### src/hw/rtl/bvd_pkg.sv
// ----------------------------------------------------------------------------
// bvd_pkg
// Types and constants shared by the bulk varint decoder modules.
// ----------------------------------------------------------------------------
package bvd_pkg;

    localparam int BYTE_W    = 8;
    localparam int GROUP_W   = 7;
    localparam int MORE_BIT  = 7;
    localparam int VALID_W   = 4;
    localparam int VALUE_W   = 64;
    localparam int NARROW_W  = 32;
    localparam int SHIFT_W   = 7;
    localparam int SHIFT_MAX = 64;
    localparam int CFG_IDX_W = 8;
    localparam int OUT_W     = ((VALUE_W + VALID_W + 7) / 8) * 8;

    typedef logic [BYTE_W-1:0]    t_byte;
    typedef logic [GROUP_W-1:0]   t_group;
    typedef logic [VALUE_W-1:0]   t_value;
    typedef logic [SHIFT_W-1:0]   t_shift;
    typedef logic [VALID_W-1:0]   t_valid_cnt;
    typedef logic [CFG_IDX_W-1:0] t_cfg_idx;

    localparam t_cfg_idx REG_NARROW_MODE = t_cfg_idx'(0);
    localparam t_cfg_idx REG_VALUE_COUNT = t_cfg_idx'(1);

endpackage

### src/hw/rtl/bvd_merge.sv
// ----------------------------------------------------------------------------
// bvd_merge
// Joins lane results with the carried partial varint, keeps the run count
// and presents the completed values one transfer at a time.
// ----------------------------------------------------------------------------
module bvd_merge #(
    parameter int BYTES_PER_ITEM = 8,
    parameter int COUNT_BITS     = 24,
    parameter int SID_W          = 4
) (
    input  logic                    i_clk,
    input  logic                    i_rst_n,
    input  logic                    i_cfg_valid,
    input  bvd_pkg::t_cfg_idx       i_cfg_index,
    input  logic [COUNT_BITS-1:0]   i_cfg_data,
    input  logic                    i_valid,
    output logic                    o_take,
    input  bvd_pkg::t_value         i_lane_val [BYTES_PER_ITEM],
    input  logic [BYTES_PER_ITEM-1:0] i_term,
    input  logic [BYTES_PER_ITEM-1:0] i_first,
    input  logic [SID_W-1:0]        i_sid [BYTES_PER_ITEM],
    input  logic [SID_W-1:0]        i_nterm,
    input  bvd_pkg::t_value         i_tail_val,
    input  bvd_pkg::t_shift         i_tail_sh,
    output logic                    o_valid,
    input  logic                    i_ready,
    output bvd_pkg::t_value         o_value,
    output bvd_pkg::t_valid_cnt     o_bytes_used,
    output logic                    o_last,
    output logic                    o_done
);
    import bvd_pkg::*;

    localparam int IDX_W = (BYTES_PER_ITEM > 1) ? $clog2(BYTES_PER_ITEM) : 1;

    logic                      r_narrow;
    t_value                    r_partial;
    t_shift                    r_shift;
    logic [COUNT_BITS-1:0]     r_left;
    logic                      r_finished;
    logic [BYTES_PER_ITEM-1:0] r_pend;
    logic [BYTES_PER_ITEM-1:0] r_done;
    t_value                    r_val [BYTES_PER_ITEM];

    t_value                    n_partial;
    t_shift                    n_shift;
    logic [COUNT_BITS-1:0]     n_left;
    logic                      n_finished;
    logic [BYTES_PER_ITEM-1:0] n_pend;

    logic [BYTES_PER_ITEM-1:0] emit;
    logic [BYTES_PER_ITEM-1:0] done;
    t_value                    val [BYTES_PER_ITEM];
    logic [COUNT_BITS-1:0]     nterm;
    logic [SHIFT_W:0]          sum_sh;
    logic                      active;
    logic                      finish;
    logic                      single;
    logic                      xfer;
    logic                      free;
    logic                      found;
    logic [IDX_W-1:0]          sel;

    always_comb begin
        nterm = COUNT_BITS'(i_nterm);
        for (int j = 0; j < BYTES_PER_ITEM; j++) begin
            emit[j] = i_term[j] && (COUNT_BITS'(i_sid[j]) < r_left);
            done[j] = i_term[j] && (COUNT_BITS'(i_sid[j]) + COUNT_BITS'(1) == r_left);
            if (i_first[j]) begin
                val[j] = r_partial | (i_lane_val[j] << r_shift);
            end else begin
                val[j] = i_lane_val[j];
            end
            if (r_narrow) begin
                val[j][VALUE_W-1:NARROW_W] = '0;
            end
        end
    end

    always_comb begin
        found = 1'b0;
        sel   = '0;
        for (int j = 0; j < BYTES_PER_ITEM; j++) begin
            if (r_pend[j] && !found) begin
                sel   = IDX_W'(j);
                found = 1'b1;
            end
        end
    end

    assign o_valid      = |r_pend;
    assign o_value      = r_val[sel];
    assign o_bytes_used = t_valid_cnt'(32'(sel) + 1);
    assign single       = (r_pend & (r_pend - BYTES_PER_ITEM'(1))) == '0;
    assign o_last       = single;
    assign o_done       = r_done[sel];
    assign xfer         = o_valid && i_ready;
    assign free         = !o_valid || (single && xfer);
    assign o_take       = i_valid && free;
    assign active       = o_take && !r_finished;
    assign finish       = r_left <= nterm;
    assign sum_sh       = {1'b0, r_shift} + {1'b0, i_tail_sh};

    always_comb begin
        n_partial  = r_partial;
        n_shift    = r_shift;
        n_left     = r_left;
        n_finished = r_finished;
        if (active) begin
            if (finish) begin
                n_partial  = '0;
                n_shift    = '0;
                n_left     = '0;
                n_finished = 1'b1;
            end else begin
                n_left = r_left - nterm;
                if (i_nterm != '0) begin
                    n_partial = i_tail_val;
                    n_shift   = (i_tail_sh > t_shift'(SHIFT_MAX)) ? t_shift'(SHIFT_MAX)
                                                                 : i_tail_sh;
                end else begin
                    n_partial = r_partial | (i_tail_val << r_shift);
                    n_shift   = (sum_sh > (SHIFT_W+1)'(SHIFT_MAX)) ? t_shift'(SHIFT_MAX)
                                                                  : sum_sh[SHIFT_W-1:0];
                end
            end
        end
        if (free) begin
            n_pend = active ? emit : '0;
        end else if (xfer) begin
            n_pend = r_pend & ~(BYTES_PER_ITEM'(1) << sel);
        end else begin
            n_pend = r_pend;
        end
    end

    always_ff @(posedge i_clk) begin
        if (!i_rst_n) begin
            r_narrow   <= 1'b0;
            r_partial  <= '0;
            r_shift    <= '0;
            r_left     <= '0;
            r_finished <= 1'b1;
            r_pend     <= '0;
        end else begin
            r_pend <= n_pend;
            if (i_cfg_valid && (i_cfg_index == REG_NARROW_MODE)) begin
                r_narrow <= i_cfg_data[0];
            end
            if (i_cfg_valid && (i_cfg_index == REG_VALUE_COUNT)) begin
                r_partial  <= '0;
                r_shift    <= '0;
                r_left     <= i_cfg_data;
                r_finished <= (i_cfg_data == '0);
            end else begin
                r_partial  <= n_partial;
                r_shift    <= n_shift;
                r_left     <= n_left;
                r_finished <= n_finished;
            end
        end
    end

    always_ff @(posedge i_clk) begin
        if (free && active) begin
            r_val  <= val;
            r_done <= done;
        end
    end

endmodule

### config.mk
export PLATFORM = sky130hd
export DESIGN_NAME = bvd_merge
export DESIGN_NICKNAME = d
export VERILOG_FILES = /design/src/hw/rtl/bvd_pkg.sv /design/src/hw/rtl/bvd_merge.sv
export SDC_FILE = /design/constraint.sdc
export NUM_CORES = 2
export LEC_CHECK = 0
export BUFFER_PORTS_ARGS = -buffer_cell sky130_fd_sc_hd__buf_2
export CORE_MARGIN = 2
export CORE_UTILIZATION = 35
export CTS_BUF_LIST = sky130_fd_sc_hd__clkbuf_4
export DETAILED_ROUTE_END_ITERATION = 16
export GPL_TIMING_DRIVEN = 1
export HOLD_SLACK_MARGIN = 0.1
export PLACE_DENSITY_LB_ADDON = 0.25
export SLEW_MARGIN = 20
export SYNTH_ARGS = -nofsm -noshare
export SYNTH_HDL_FRONTEND = slang
export SYNTH_SLANG_ARGS = --single-unit
### constraint.sdc
create_clock -name i_clk -period 21.5 [get_ports i_clk]
set_clock_uncertainty 0.1 [all_clocks]
set_input_delay 2.15 -clock i_clk [delete_from_list [all_inputs] [get_ports i_clk]]
set_output_delay 2.15 -clock i_clk [all_outputs]
set_load 0.02 [all_outputs]
==> metrics.md <==
| Metric | Value |
|---|---|
| Fraction of layout cells with a size suffix above 1 | 24.7% |
| DP HPWL | 446 mm |
| Syn Area/Cell | 8.25 um^2 |
| Setup Total Neg Slack | 0 ns |
| EDFF count, synth | 520 |
| Seq pwr share | 36.0% |
| DRC | 0 |
| Sequential element share of the synthesized area | 25.5% |
| Core ar. | 197000 um^2 |
| Synth Net Count | 9159 |
| Total of max-cap violations | 1 |
| Starting Density | 35.2% |
| Wirelength per Cell | 49.0 um |
| Period utilisation layout | 39.7% |
| Warnings from Yosys | 0 |
| Post-route design area | 78800 um^2 |
| Sink Count | 625 |
| Register-to-register path setup slack | 14.83 ns |
| Congestion Overflow GR | 0 |
| Clock power frac | 37.4% |
| Critical Path Start | r_pend[2] |
| Crit-path max cell delay | 0.77 ns |
| VDD IR-drop max | 0.0000500 V |
| Worst setup path category | flop to output port |
| Critical path arrival | 6.29 ns |
| Combinational share of power | 26.6% |
| Switching power | 1420 uW |
| Syn Inst Count | 8428 |
| Worst Reg-to-Reg Cells | 9 |
| FFs w/ async S/R, synth | 0% |
| Capturing point of the worst reg2reg path | r_val[301] |
| CP required | 19.25 ns |
| Die area | 202000 um^2 |
| Area delta synth->final | 13.3% |
| GRT Resource Usage Total | 54.5% |
| Worst-Margin Slew | 1.53 ns |
| Vias | 86500 |
| Clk Tree Root Cell | clkbuf_4 |
| Slowest CP cell | buf_4 |
| Netlist Area Pre-Place | 69500 um^2 |
| Placed instance area | 75800 um^2 |
| Final wirelength | 577 mm |
| Die Height | 450 um |
| Int Power | 2240 uW |
| #FFs+latches synth | 625 |
| Final Hold Fails | 0 |
| CTS tree | yes |
| Synth cell types | 96 |
| Leak pwr | 0.0287 uW |
| Status | finished with violations |
| DR pass1 iterations | 8 |
| Post-CTS setup buffers | 0 |
| Reg clk slew, reported paths | 0.07 ns |
| Worst r2r src | r_shift[1] |
| Dominant synthesized flop cell | edfxtp_1 |
| Hold_buf cts | 0 |
| Largest net degree at the start of global routing | 149 |
| Worst-path maximum fanout | 103 |
| CTS H-tree lvls | 4 |
| Switching part of the total power | 38.8% |
| First-pass GRT wire length | 742 mm |
| Final ANT Viol Nets | 0 |
| Clk buf depth | 3 |
| Critical path, cell by cell | nor4_2 > a21boi_4 > buf_4 > inv_8 > buf_4 > buf_4 > nand2_1 > nand3_1 > nand2_1 > o21ai_0 > buf_2 |
| Pwr per Cell Area | 46.5 nW/um^2 |
| Vias in the first global route | 76800 |
| Type of the most critical hold path | flop to flop |
| # IOs | 744 |
| Crit end category | output port |
| Max-slew violations | 2 |
| Iter 0 DRT Violations | 17000 |
| Clock latency on the worst-skew pair | 1.44 ns |
| Post_cts resized | 0 |
| Final net count | 9576 |
| Buffers on Ports | 743 |
| Critical path launch point type | flop |
| Routability cong. | 1.15 |
| Antenna violations before repair | 174 |
| Setup crit end | o_value[50] |
| Die W | 450 um |
| Row Count | 163 |
| Worst relative slew slack | -2.56% |
| Vias/cell | 7.35 |
| Failing checks | max-capacitance violations, max-slew violations |
| TritonCTS Buffers | 201 |
| Final Critical Period | 8.54 ns |
| Max Fclk | 117 MHz |
| Final setup vio count | 0 |
| Crit path top cell by count | buf_4 |
| RSZ-0062 raised after global routing | no |
-- cell type report --
type / instances / area (um^2)
antenna: 130 / 325
inverter: 54 / 239
fill: 20800 / 119000
multi-input combinational: 6884 / 48100
clock inverter: 99 / 594
tap: 2640 / 3300
sequential: 625 / 17700
timing repair buffer: 1079 / 6430
clock buffer: 265 / 1990
-- stage by stage --
step / power [uW] / hold slack [ns] / worst slack [ns] / util (%) / std cells
2_1_floorplan: 1720 / 0.342 / 3.29 / - / 8428
4_1_cts: 3570 / 0.370 / 13.20 / 39.7 / 11600
6_report: 3660 / 0.374 / 12.96 / 39.9 / 11800
3_3_place_gp: 2220 / 0.359 / 14.66 / 38.4 / 11300
5_1_grt: 3700 / 0.409 / 12.99 / 39.8 / 11700
3_5_place_dp: 2230 / 0.360 / 14.69 / 38.4 / 11300
-- worst min-delay path by stage --
stage | endpoint | startpoint | depth (start not counted) | slack [ns]
6_report | r_partial[51] | r_partial[51] | 2 | 0.37
5_1_grt | r_left[8] | r_left[8] | 2 | 0.41
4_1_cts | r_partial[51] | r_partial[51] | 2 | 0.37
3_5_place_dp | r_partial[51] | r_partial[51] | 2 | 0.36
3_3_place_gp | r_left[8] | r_left[8] | 2 | 0.36
2_1_floorplan | r_left[8] | r_left[8] | 2 | 0.34
-- flip-flops by register name, indices dropped and copies added (netlist names) --
register,count
r_finished,1
r_partial,64
r_shift,7
r_narrow,1
r_done,8
r_val,512
r_pend,8
r_left,24
-- cell families after synthesis --
group           after synthesis  synth area share (%)
compound gates             2301                  20.9
xor+xnor                     38                 0.479
fa+ha+maj                    59                  1.08
buf+inv                     919                  6.03
flops                       625                  25.5
mux                        1330                  27.2
simple gates               3156                  18.8
-- cells in the mapped netlist (all sizes together), types with 11 or more instances --
library cell | count | area share, %
a2111oi | 113 | 1.4
a211oi | 253 | 2.7
a21o | 16 | 0.17
a21oi | 724 | 5.2
a221oi | 40 | 0.52
a22o | 13 | 0.16
a22oi | 12 | 0.13
a311oi | 16 | 0.20
a31oi | 23 | 0.21
a32oi | 12 | 0.15
and2 | 21 | 0.19
and3 | 13 | 0.12
buf | 361 | 3.0
clkbuf | 504 | 2.7
dfxtp | 105 | 3.0
edfxtp | 520 | 22
ha | 57 | 1.0
inv | 50 | 0.27
mux2 | 252 | 4.1
mux2i | 665 | 9.6
mux4 | 413 | 14
nand2 | 1472 | 7.9
nand2b | 39 | 0.35
nand3 | 399 | 2.9
nand4b | 11 | 0.14
nor2 | 968 | 5.2
nor2b | 28 | 0.25
nor3 | 127 | 0.94
nor4 | 34 | 0.34
o211a | 20 | 0.30
o211ai | 22 | 0.24
o21a | 44 | 0.48
o21ai | 593 | 4.3
o221a | 52 | 0.84
o221ai | 60 | 0.76
o22a | 22 | 0.28
o22ai | 164 | 1.5
o2bb2ai | 12 | 0.16
o31ai | 16 | 0.19
or2 | 14 | 0.13
or3 | 11 | 0.099
xnor2 | 26 | 0.33
xor2 | 12 | 0.15
-- power groups by stage --
stage,Clock (uW),Sequential (uW),Combinational (uW)
detailed placement,0,1340,883
CTS,1360,1320,886
global placement,0,1340,880
global route,1430,1320,953
finish,1370,1320,974
floorplan,0,1350,372
-- worst max-delay path, delay by kind of cell, from the launching register on --
family,cells,cell delay (ns)
and+or+nand+nor,4,0.46
DFF,1,0.51
AOI/OAI and AO/OA,2,0.89
buffers and inverters,5,2.72
-- metal layers --
layer,global-route usage (%),share of wire [%]
met5,1.42,0.16
met4,37.7,8.6
met3,28.9,17
met2,70.8,38
met1,67.9,37
-- layout by cell type (no fill, tap or decap), types with 52 or more instances in the layout --
master / instances
buf_2: 735
nor2_1: 954
diode_2: 130
nand2_1: 1464
o221a_2: 52
clkinv_1: 61
a211oi_1: 238
a2111oi_0: 95
clkbuf_4: 265
edfxtp_1: 520
mux2_2: 251
nand3_1: 398
o22ai_1: 164
dfxtp_1: 95
mux4_2: 383
mux2i_1: 644
a21oi_1: 717
o21ai_0: 557
nor3_1: 121
buf_4: 329
ha_1: 57
o221ai_1: 60
Power figures use the tool's default switching activity.
